## src/rtl/core/svd_pkg.sv

```systemverilog
// svd_pkg: constants and types shared by the signed varint decoder
// no dependencies
`default_nettype none

package svd_pkg;

  localparam int unsigned MaxCodeBytes = 5;
  localparam int unsigned GroupBits    = 7;
  localparam int unsigned TopBits      = 6;
  localparam int unsigned AccBits      = 28;
  localparam int unsigned MagBits      = 34;
  localparam int unsigned SeenBits     = 3;
  localparam int unsigned ShiftBits    = 5;

  localparam int unsigned EndBitPos  = 7;
  localparam int unsigned SignBitPos = 6;

  typedef enum logic [1:0] {
    StatusOk      = 2'd0,
    StatusTooLong = 2'd1,
    StatusRange   = 2'd2
  } status_e;

  typedef struct packed {
    logic       valid;
    logic [7:0] code_byte;
  } byte_stage_t;

  // bit offset of the group that arrives after 'seen' groups
  function automatic logic [ShiftBits-1:0] group_offset(input logic [SeenBits-1:0] seen);
    logic [ShiftBits-1:0] off;
    unique case (seen)
      3'd0:    off = ShiftBits'(0);
      3'd1:    off = ShiftBits'(GroupBits);
      3'd2:    off = ShiftBits'(2 * GroupBits);
      3'd3:    off = ShiftBits'(3 * GroupBits);
      default: off = ShiftBits'(4 * GroupBits);
    endcase
    return off;
  endfunction

endpackage

`default_nettype wire

```

## src/rtl/core/svd_if.sv

```systemverilog
// svd_byte_if and svd_result_if: valid/ready channels of the decoder
// no dependencies
`default_nettype none

interface svd_byte_if;
  logic       valid;
  logic       ready;
  logic [7:0] code_byte;

  modport source (output valid, output code_byte, input ready);
  modport sink (input valid, input code_byte, output ready);
endinterface

interface svd_result_if;
  logic               valid;
  logic               ready;
  logic signed [31:0] value;
  logic [1:0]         status;
  logic [2:0]         code_length;

  modport source (output valid, output value, output status, output code_length, input ready);
  modport sink (input valid, input value, input status, input code_length, output ready);
endinterface

`default_nettype wire

```

## src/rtl/core/svd_in_stage.sv

```systemverilog
// svd_in_stage: input register for code bytes
// depends on svd_pkg and svd_byte_if
`default_nettype none

module svd_in_stage (
  input  wire logic               clk_i,
  input  wire logic               rst_ni,
  svd_byte_if.sink                code_i,
  input  wire logic               take_i,
  output svd_pkg::byte_stage_t    stage_o
);

  logic       valid_q, valid_d;
  logic [7:0] byte_q;
  logic       ready;

  assign ready        = !valid_q || take_i;
  assign code_i.ready = ready;

  always_comb begin
    valid_d = valid_q;
    if (ready) begin
      valid_d = code_i.valid;
    end
  end

  always_ff @(posedge clk_i or negedge rst_ni) begin
    if (!rst_ni) begin
      valid_q <= 1'b0;
    end else begin
      valid_q <= valid_d;
    end
  end

  always_ff @(posedge clk_i) begin
    if (ready && code_i.valid) begin
      byte_q <= code_i.code_byte;
    end
  end

  assign stage_o.valid     = valid_q;
  assign stage_o.code_byte = byte_q;

endmodule

`default_nettype wire

```

## src/rtl/core/svd_decode.sv

```systemverilog
// svd_decode: magnitude accumulator, range check and result register
// depends on svd_pkg and svd_result_if
`default_nettype none

module svd_decode (
  input  wire logic                 clk_i,
  input  wire logic                 rst_ni,
  input  wire svd_pkg::byte_stage_t stage_i,
  output logic                      take_o,
  svd_result_if.source              result_o
);

  logic [svd_pkg::AccBits-1:0]   acc_q, acc_d;
  logic [svd_pkg::SeenBits-1:0]  seen_q, seen_d;
  logic                          out_valid_q, out_valid_d;
  logic [31:0]                   value_q, value_d;
  svd_pkg::status_e              status_q, status_d;
  logic [2:0]                    len_q, len_d;

  logic [svd_pkg::ShiftBits-1:0] offset;
  logic [svd_pkg::SeenBits-1:0]  seen_clamped;
  logic                          is_end, is_neg, at_limit, emits, out_free, fire;
  logic [svd_pkg::MagBits-1:0]   mag;
  logic [svd_pkg::AccBits-1:0]   grp_ext;
  logic                          over_pos, over_neg;

  assign seen_clamped = (seen_q > svd_pkg::SeenBits'(svd_pkg::MaxCodeBytes - 1))
                      ? svd_pkg::SeenBits'(svd_pkg::MaxCodeBytes - 1) : seen_q;
  assign offset   = svd_pkg::group_offset(seen_clamped);
  assign is_end   = stage_i.code_byte[svd_pkg::EndBitPos];
  assign is_neg   = stage_i.code_byte[svd_pkg::SignBitPos];
  assign at_limit = seen_clamped == svd_pkg::SeenBits'(svd_pkg::MaxCodeBytes - 1);
  assign emits    = is_end || at_limit;
  assign out_free = !out_valid_q || result_o.ready;
  assign take_o   = stage_i.valid && (!emits || out_free);
  assign fire     = take_o;

  assign mag = {{(svd_pkg::MagBits - svd_pkg::AccBits){1'b0}}, acc_q}
             | ({{(svd_pkg::MagBits - svd_pkg::TopBits){1'b0}},
                 stage_i.code_byte[svd_pkg::TopBits-1:0]} << offset);
  assign grp_ext = {{(svd_pkg::AccBits - svd_pkg::GroupBits){1'b0}},
                    stage_i.code_byte[svd_pkg::GroupBits-1:0]};

  assign over_pos = |mag[33:31];
  assign over_neg = (|mag[33:32]) || (mag[31] && (|mag[30:0]));

  always_comb begin
    acc_d       = acc_q;
    seen_d      = seen_q;
    out_valid_d = out_valid_q;
    value_d     = value_q;
    status_d    = status_q;
    len_d       = len_q;
    if (result_o.ready) begin
      out_valid_d = 1'b0;
    end
    if (fire) begin
      if (emits) begin
        acc_d       = '0;
        seen_d      = '0;
        out_valid_d = 1'b1;
        if (!is_end) begin
          value_d  = '0;
          status_d = svd_pkg::StatusTooLong;
          len_d    = 3'(svd_pkg::MaxCodeBytes);
        end else begin
          len_d = 3'(seen_clamped) + 3'd1;
          if ((is_neg && over_neg) || (!is_neg && over_pos)) begin
            value_d  = '0;
            status_d = svd_pkg::StatusRange;
          end else begin
            value_d  = is_neg ? (32'd0 - mag[31:0]) : mag[31:0];
            status_d = svd_pkg::StatusOk;
          end
        end
      end else begin
        acc_d  = acc_q | (grp_ext << offset);
        seen_d = seen_clamped + svd_pkg::SeenBits'(1);
      end
    end
  end

  always_ff @(posedge clk_i or negedge rst_ni) begin
    if (!rst_ni) begin
      acc_q       <= '0;
      seen_q      <= '0;
      out_valid_q <= 1'b0;
    end else begin
      acc_q       <= acc_d;
      seen_q      <= seen_d;
      out_valid_q <= out_valid_d;
    end
  end

  always_ff @(posedge clk_i) begin
    value_q  <= value_d;
    status_q <= status_d;
    len_q    <= len_d;
  end

  assign result_o.valid       = out_valid_q;
  assign result_o.value       = value_q;
  assign result_o.status      = status_q;
  assign result_o.code_length = len_q;

endmodule

`default_nettype wire

```

## src/rtl/core/signed_varint_decoder.sv

```systemverilog
// signed_varint_decoder: top level of the sign-magnitude varint decoder
// depends on svd_pkg, svd_if, svd_in_stage and svd_decode
//
// Takes one code byte per transfer and accepts a new byte every cycle while
// results are taken. A byte passes an input register and then the accumulate
// and range logic into the result register; a result is valid the cycle after
// the decoder takes its end byte. An end byte, or a fifth byte without the end
// bit, waits in the input register while an earlier result is held back by
// the receiver. Bytes without bit 7 add seven magnitude bits; the end byte
// gives sign and the top six bits and yields value, status and code length.
// A fifth byte without the end bit yields a too long result. The decoder
// restarts after every result.
`default_nettype none

module signed_varint_decoder (
  input  wire logic     clk_i,
  input  wire logic     rst_ni,
  svd_byte_if.sink      code_i,
  svd_result_if.source  result_o
);

  svd_pkg::byte_stage_t stage;
  logic                 take;

  svd_in_stage u_in_stage (
    .clk_i   (clk_i),
    .rst_ni  (rst_ni),
    .code_i  (code_i),
    .take_i  (take),
    .stage_o (stage)
  );

  svd_decode u_decode (
    .clk_i    (clk_i),
    .rst_ni   (rst_ni),
    .stage_i  (stage),
    .take_o   (take),
    .result_o (result_o)
  );

endmodule

`default_nettype wire

```

## src/flat_wrapper.sv

```systemverilog
// flat-port wrapper written by rule: the top's interface ports become plain ports
module signed_varint_decoder_flat 
  (clk_i, rst_ni, code_i_valid, code_i_code_byte, code_i_ready, result_o_valid, result_o_value, result_o_status, result_o_code_length, result_o_ready);
  svd_byte_if code_i_i ();
  svd_result_if result_o_i ();
  input  wire logic clk_i;
  input  wire logic rst_ni;
  input wire logic [$bits(code_i_i.valid)-1:0] code_i_valid;
  input wire logic [$bits(code_i_i.code_byte)-1:0] code_i_code_byte;
  output wire logic [$bits(code_i_i.ready)-1:0] code_i_ready;
  output wire logic [$bits(result_o_i.valid)-1:0] result_o_valid;
  output wire logic [$bits(result_o_i.value)-1:0] result_o_value;
  output wire logic [$bits(result_o_i.status)-1:0] result_o_status;
  output wire logic [$bits(result_o_i.code_length)-1:0] result_o_code_length;
  input wire logic [$bits(result_o_i.ready)-1:0] result_o_ready;
  assign code_i_i.valid = code_i_valid;
  assign code_i_i.code_byte = code_i_code_byte;
  assign code_i_ready = code_i_i.ready;
  assign result_o_valid = result_o_i.valid;
  assign result_o_value = result_o_i.value;
  assign result_o_status = result_o_i.status;
  assign result_o_code_length = result_o_i.code_length;
  assign result_o_i.ready = result_o_ready;
  signed_varint_decoder u_core (.clk_i(clk_i), .rst_ni(rst_ni), .code_i(code_i_i), .result_o(result_o_i));
endmodule
```

## config.mk

```make
export PLATFORM = sky130hd
export DESIGN_NAME = signed_varint_decoder_flat
export DESIGN_NICKNAME = d
export VERILOG_FILES = /design/src/rtl/core/svd_pkg.sv /design/src/rtl/core/svd_if.sv /design/src/rtl/core/svd_in_stage.sv /design/src/rtl/core/svd_decode.sv /design/src/rtl/core/signed_varint_decoder.sv /design/src/flat_wrapper.sv
export SDC_FILE = /design/constraint.sdc
export NUM_CORES = 1
export LEC_CHECK = 0
export CAP_MARGIN = 40
export CELL_PAD_IN_SITES_DETAIL_PLACEMENT = 1
export CELL_PAD_IN_SITES_GLOBAL_PLACEMENT = 1
export CORE_UTILIZATION = 30
export CTS_CLUSTER_DIAMETER = 40
export DETAILED_ROUTE_END_ITERATION = 8
export DONT_BUFFER_PORTS = 1
export GPL_TIMING_DRIVEN = 0
export PLACE_DENSITY = 0.6
export SLEW_MARGIN = 20
export SYNTH_ARGS = -nofsm -noshare
export SYNTH_HDL_FRONTEND = slang
export SYNTH_SLANG_ARGS = --single-unit
```

## constraint.sdc

```tcl
create_clock -name clk_i -period 5.5 [get_ports clk_i]
set_clock_uncertainty 0.05 [all_clocks]
set_input_delay 0.275 -clock clk_i [delete_from_list [all_inputs] [get_ports clk_i]]
set_output_delay 0.275 -clock clk_i [all_outputs]
set_load 0.01 [all_outputs]
```

* Word-level counts from Yosys, hierarchy flattened
Cells that the tools add are included. Widths: inputs -> output; s select.
Cells by class: $lt $le $gt $ge 1, add/sub/neg operators 2, equal/unequal tests 4, bitwise operators 3, mux-type cells 9, shift-type cells 2, reduce and logical (&&, ||, !) cells 21
Operators with widths (number):
- $or 28x34->34 | 1
- $shl 6x5->34 | 1
- $mux 32 | 1
- $sub 1x32->32 const A | 1
- $reduce_or 31->1 | 1
- $mux 28 | 1
- $or 28x28->28 | 1
- $shl 7x5->28 | 1
- $pmux 5 s4 | 1
- $eq 3x2->1 const B | 2
- $logic_or 1x1->1 | 6
- $mux 3 | 2
- $logic_and 1x1->1 | 5
- $logic_not 1->1 | 4
- $reduce_or 2->1 | 2
- $add 3x1->3 const B | 1
- $eq 3x1->1 const B | 1
- $eq 3x3->1 const B | 1
- $gt 3x3->1 const B | 1
- $logic_not 3->1 | 1
- $mux 1 | 3
- $reduce_or 3->1 | 1
- $mux 2 | 1
- $reduce_and 2->1 | 1
- $not 1->1 | 1
Word-level totals: word-level logic and storage cells 50, bits in registers 78, input port bits 12, output and inout port bits 39

* Depth between registers and ports, before layout
depth after elaboration 12, mapped depth 18

* Hierarchy
A second synthesis with hierarchy kept.
Second synthesis, totals: cell total of the unflattened synthesis 526, area total of the unflattened synthesis 4999.8 um2
Modules (own cells, without submodules):
- svd_decode | cells each 513, sequential area each 1911.8 um2, area an instance 4698.3 um2, instances 1
- svd_in_stage | cells each 13, sequential area each 265.3 um2, area an instance 301.5 um2, instances 1

* Worst setup path before layout
Ideal clock, no wire load.
kind reg-to-reg, start point register u_core.u_decode.seen_q[2] in the netlist's numbering, end point register u_core.u_decode.value_q[23], in the netlist u_core.u_decode.result_o.value[23], data pin, cell stages (with the launch flop) 19, data required time 5.184 ns, period minus slack after synthesis 4.016 ns, path buffers 6, arrival time 3.700 ns, slack 1.484 ns, cells stage by stage dfrtp_1 > buf_2 > buf_2 > nand2b_1 > inv_1 > ha_1 > clkbuf_1 > or2_1 > buf_2 > nand3_1 > o311ai_0 > buf_2 > o41ai_1 > nand4_1 > or2_1 > clkbuf_1 > o31ai_1 > xnor2_1 > nor2_1
Between the ends: longest elaborated chain between the ends 12, elaborated cells between the ends (all ways) 20, those cells by class add/sub: 1; order compare: 1; eq/ne: 3; shift: 1; mux: 3; bitwise: 1; reduce/logical: 10
Ends and longest elaborated chain:
- from (decl) | RTL line svd_decode.sv:14 | logic [svd_pkg::SeenBits-1:0] seen_q, seen_d;
- from (signal assigned) | RTL line svd_decode.sv:90 | seen_q <= seen_d;
- $gt 3x3->1 | RTL line svd_decode.sv:27 | assign seen_clamped = (seen_q > svd_pkg::SeenBits'(svd_pkg::MaxCodeBytes - 1))
- $mux 3 * | RTL line svd_decode.sv:28 | ? svd_pkg::SeenBits'(svd_pkg::MaxCodeBytes - 1) : seen_q;
- $eq 3x2->1, or another cell as far along | RTL line svd_pkg.sv:32 | unique case (seen)
- $pmux 5 s4 * | RTL line svd_pkg.sv:32
- $shl 6x5->34 * | RTL line svd_decode.sv:39 | | ({{(svd_pkg::MagBits - svd_pkg::TopBits){1'b0}},
- $or 28x34->34 * | RTL line svd_decode.sv:39
- parallel branches: the longest is 6 deep, another holds $sub 1x32->32
- to (signal assigned) | RTL line svd_decode.sv:96 | value_q <= value_d;
- to (decl) | RTL line svd_decode.sv:16 | logic [31:0] value_q, value_d;
Mark *: on every way between the ends. A chain may end at the register's enable or synchronous reset.

* Worst setup path in the final report
start point register u_core.u_decode.seen_q[2] in the netlist's numbering, end point register u_core.u_decode.value_q[3], in the netlist u_core.u_decode.result_o.value[3], data pin
The elaborated chain is that of the path after synthesis.

==> flow_metrics.py <==
metrics = {
    "run_status": {
        "outcome": "finished, final reports clean",
    },
    "routing": {
        "vias": 4279,
        "detail-route-antenna-nets": 0,
        "drc_violation_count_after_routing": 0,
        "post_drt_via_cell_ratio": 5.500,
        "finalWirelength_um": 17220,
        "iteration_0_drc_count_of_the_detailed_router": 328,
        "drt_pre_antenna_iters": 4,
        "avgRoutedWirePerCell_um": 22.13,
    },
    "sta": {
        "timing.max_slew.rel_slack_pct": 42.20,
        "timing.final.crit_share_pct": 95.85,
        "timing.fmax_mhz": 189.7,
        "fin_setup_tns_ns": 0,
        "hold_viol_final": 0,
        "timing.hold.ws_ns": 0.1700,
        "tightestPinTransition_ns": 0.8576,
        "grt_setup_unrepaired": "yes",
        "report.final.setup_viol": 0,
        "finalMaxSlewViolations": 0,
        "fin_crit_ns": 5.272,
    },
    "power_and_ir_drop": {
        "switchingPower_w": 0.001860,
        "power_frac_seq_pct": 24.7,
        "leakagePower_nw": 2.171,
        "p_int_w": 0.001900,
        "power_frac_clock_pct": 16.3,
        "comb_power_share_pct": 59.1,
        "vdd_drop_max_mv": 0.1781,
        "switching_share_pct": 49.47,
        "cellPowerDensity_nw_per_um2": 669.4,
    },
    "layout": {
        "syn_to_final_growth_pct": 16.05,
        "drive_above_1_share_pct": 10.85,
        "antenna_cells_inserted": 0,
        "final_cells": 778,
        "nets": 576,
    },
    "global_route": {
        "number_of_global_route_vias_before_repair": 4320,
        "grt_max_degree": 47,
        "grt_overflow_total": 0,
        "grt_antenna_before_repair": 0,
        "overall_global_routing_resource_usage_pct": 22.02,
        "grt_pass1_wl_um": 26460,
    },
    "synthesis": {
        "synthesis.area_um2": 4841,
        "post_synth.cell_area_avg_um2": 9.082,
        "yosys_most_used_dff": "sky130_fd_sc_hd__edfxtp_1",
        "ys_async_sr_fraction_pct": 42.31,
        "number_of_enable_type_register_cells_in_the_synthesized_netlist": 45,
        "yosysWarnings": 0,
        "ys_types": 67,
        "total_nets_after_synthesis": 552,
        "seq_area_frac_synth_pct": 44.97,
        "syn_inst": 533,
        "flip_flop_and_latch_count_after_synthesis": 78,
    },
    "worst_setup_path": {
        "largest_fanout_on_the_critical_path": 10,
        "worstPathRequired_ns": 5.59,
        "worstPathArrival_ns": 5.36,
        "setup.worst_path.class": "flop to flop",
        "cpLargestDelayFamily": "simple AND/OR/NAND/NOR gates",
        "cpMaxStageDelayCell": "sky130_fd_sc_hd__nor3_2",
        "crit_chain": "buf_2, buf_2, nand2b_1, ha_1, nor3_2, a221oi_1, and2_1, clkbuf_1, a211o_1, or3_1, nor4b_2, a41o_1, nand2_1, buf_2, a221oi_1",
        "cp.buffers_inverters": 4,
        "path_common_cell": "sky130_fd_sc_hd__buf_2",
        "timing.critical_path.to_type": "flop",
        "critical_path.max_stage_delay_ns": 0.56,
        "cp-start-kind": "flop",
    },
    "floorplan": {
        "die_y_um": 129.0,
        "initial_utilization_pct": 30.58,
        "floorplan.core_area_um2": 15830,
        "floorplan.rows": 46,
        "die_x_um": 129.0,
        "design.portCount": 51,
        "fp.dieArea_um2": 16650,
    },
    "clock_network": {
        "cts-buffers-inserted": 9,
        "clock_edge_transition_at_the_registers_on_the_reported_setup_and_hold_paths_ns": 0.06,
        "cts_htree_levels": 3,
        "root_buffer": "sky130_fd_sc_hd__clkbuf_16",
        "cts.path.max_buffers": 2,
        "cts_sinks": 78,
        "cts_tree": "built",
        "clock_latency_ns": 0.36,
    },
    "place": {
        "dpl.hpwl_um": 12780,
        "buffer_ports.inserted": 0,
        "globalplace.congestion": 0.9228,
        "placedCellCount": 751,
    },
    "worst_hold_path": {
        "hold_path.class": "input port to flop",
    },
    "flow_run": {
        "maxCapViolCount": 0,
    },
}
[stage by stage]
| stage | setup WS [ns] | util (%) | power [W] | area, um^2 |
|---|---|---|---|---|
| 6_report | 0.2285 | 35.49 | 0.003761 | 5618 |
| 5_1_grt | -0.03475 | 35.49 | 0.004023 | 5618 |
| 4_1_cts | 0.03092 | 35.14 | 0.003718 | 5562 |
| 3_3_place_gp | -0.3046 | 32.29 | 0.003036 | 5111 |
| 3_5_place_dp | -0.1170 | 32.44 | 0.003066 | 5135 |
| 2_1_floorplan | 1.484 | - | 0.002404 | 4841 |
[per-layer routing]
| layer | up-vias | routed length [um] | track usage, % |
|---|---|---|---|
| met5 | - | 0 | 0 |
| met4 | 0 | 397 | 10.03 |
| met3 | 24 | 880 | 3.344 |
| met2 | 106 | 8244 | 35.61 |
| met1 | 2137 | 7695 | 29.11 |
| li1 | 2012 | - | - |
[layout by cell type (no fill, tap or decap), types with 11 or more instances in the layout]
master	count
sky130_fd_sc_hd__clkbuf_1	17
sky130_fd_sc_hd__nand3_1	15
sky130_fd_sc_hd__o21ai_0	30
sky130_fd_sc_hd__a21oi_1	42
sky130_fd_sc_hd__a31oi_1	17
sky130_fd_sc_hd__inv_1	14
sky130_fd_sc_hd__nor3_1	11
sky130_fd_sc_hd__nand2_1	40
sky130_fd_sc_hd__nor2_1	84
sky130_fd_sc_hd__xnor2_1	23
sky130_fd_sc_hd__edfxtp_1	45
sky130_fd_sc_hd__dfrtp_1	33
[area by class of cell]
class	instances	area (um^2)
plain buffers	28	125.1
clock buffers	12	246.5
clock inverters	4	47.55
fillers	1824	10210
inverters	15	56.30
multi-input cells	411	2559
flip-flops and latches	78	2177
well taps	216	270.3
repair buffers	14	136.4
[sequential cells by signal, indices dropped and copies added (netlist names)]
name and cells:
u_core.u_decode.result_o.value 32, u_core.u_decode.result_o.code_length 3, u_core.u_decode.acc_q 28, u_core.u_decode.result_o.status 2, u_core.u_in_stage.byte_q 8, u_core.u_decode.seen_q 3
u_core.u_decode.result_o.valid 1, u_core.u_in_stage.valid_q 1
[what timing repair did]
action | 4_1_cts | 5_1_grt
resized for setup | 3 | 14
pin swaps | 0 | 1
setup endpoints to repair | 10 | 31
endpoints found under the hold margin | 42 | 0
hold buffers | 11 | 0
setup buffers | 0 | 1
[final timing paths]
kind                                      startpoint  depth (start not counted)  slack [ns]                           endpoint
min in group asynchronous                     rst_ni                          2        0.35     u_core.u_decode.result_o.valid
max in group asynchronous                     rst_ni                          2        4.84          u_core.u_decode.seen_q[1]
max                        u_core.u_decode.seen_q[2]                         15        0.23  u_core.u_decode.result_o.value[3]
min reg2reg                u_core.u_decode.acc_q[27]                          2        0.47          u_core.u_decode.acc_q[27]
max reg2reg                u_core.u_decode.seen_q[2]                         15        0.23  u_core.u_decode.result_o.value[3]
min                                   result_o_ready                          2        0.17     u_core.u_decode.result_o.valid
[cell families after synthesis]
family | after synthesis | synth area share (%)
simple gates | 212 | 21.32
mux | 10 | 2.455
flops | 78 | 44.97
compound gates | 156 | 21.01
xor+xnor | 26 | 4.704
fa+ha+maj | 7 | 1.809
buf+inv | 44 | 3.722
[power groups by stage]
stage               sequential, W  combinational, W  clock [W]
floorplan                0.000907           0.00150          0
global placement         0.000933           0.00210          0
detailed placement       0.000936           0.00213          0
CTS                      0.000926           0.00216   0.000628
global route             0.000947           0.00244   0.000640
finish                   0.000928           0.00222   0.000612
[cell usage after synthesis, types with 3 or more instances]
| cell type | n | area [um^2] |
|---|---|---|
| sky130_fd_sc_hd__nand2b_1 | 8 | 50.05 |
| sky130_fd_sc_hd__o211ai_1 | 5 | 37.54 |
| sky130_fd_sc_hd__nor2b_1 | 3 | 18.77 |
| sky130_fd_sc_hd__nand4_1 | 6 | 37.54 |
| sky130_fd_sc_hd__nand3_1 | 15 | 75.07 |
| sky130_fd_sc_hd__a211oi_1 | 3 | 22.52 |
| sky130_fd_sc_hd__mux2i_1 | 4 | 40.04 |
| sky130_fd_sc_hd__or3_1 | 3 | 18.77 |
| sky130_fd_sc_hd__mux2_2 | 5 | 56.30 |
| sky130_fd_sc_hd__a221oi_1 | 3 | 26.28 |
| sky130_fd_sc_hd__nand2_1 | 40 | 150.1 |
| sky130_fd_sc_hd__ha_1 | 7 | 87.58 |
| sky130_fd_sc_hd__a21oi_1 | 42 | 210.2 |
| sky130_fd_sc_hd__o31ai_1 | 11 | 82.58 |
| sky130_fd_sc_hd__dfrtp_1 | 33 | 825.8 |
| sky130_fd_sc_hd__inv_1 | 14 | 52.55 |
| sky130_fd_sc_hd__o21a_1 | 3 | 22.52 |
| sky130_fd_sc_hd__buf_2 | 9 | 45.04 |
| sky130_fd_sc_hd__o22ai_1 | 5 | 31.28 |
| sky130_fd_sc_hd__xnor2_1 | 23 | 201.4 |
| sky130_fd_sc_hd__nor4b_1 | 3 | 26.28 |
| sky130_fd_sc_hd__edfxtp_1 | 45 | 1351 |
| sky130_fd_sc_hd__a21o_1 | 4 | 30.03 |
| sky130_fd_sc_hd__o21ai_0 | 32 | 160.2 |
| sky130_fd_sc_hd__or4_1 | 4 | 30.03 |
| sky130_fd_sc_hd__o41ai_1 | 5 | 43.79 |
| sky130_fd_sc_hd__nor2_1 | 86 | 322.8 |
| sky130_fd_sc_hd__xor2_1 | 3 | 26.28 |
| sky130_fd_sc_hd__nor3_1 | 13 | 65.06 |
| sky130_fd_sc_hd__and3_1 | 5 | 31.28 |
| sky130_fd_sc_hd__and2_1 | 9 | 56.30 |
| sky130_fd_sc_hd__and4_1 | 3 | 26.28 |
| sky130_fd_sc_hd__a211o_1 | 3 | 26.28 |
| sky130_fd_sc_hd__a31oi_1 | 17 | 106.4 |
| sky130_fd_sc_hd__clkbuf_1 | 18 | 67.56 |
Power figures use the tool's default switching activity.
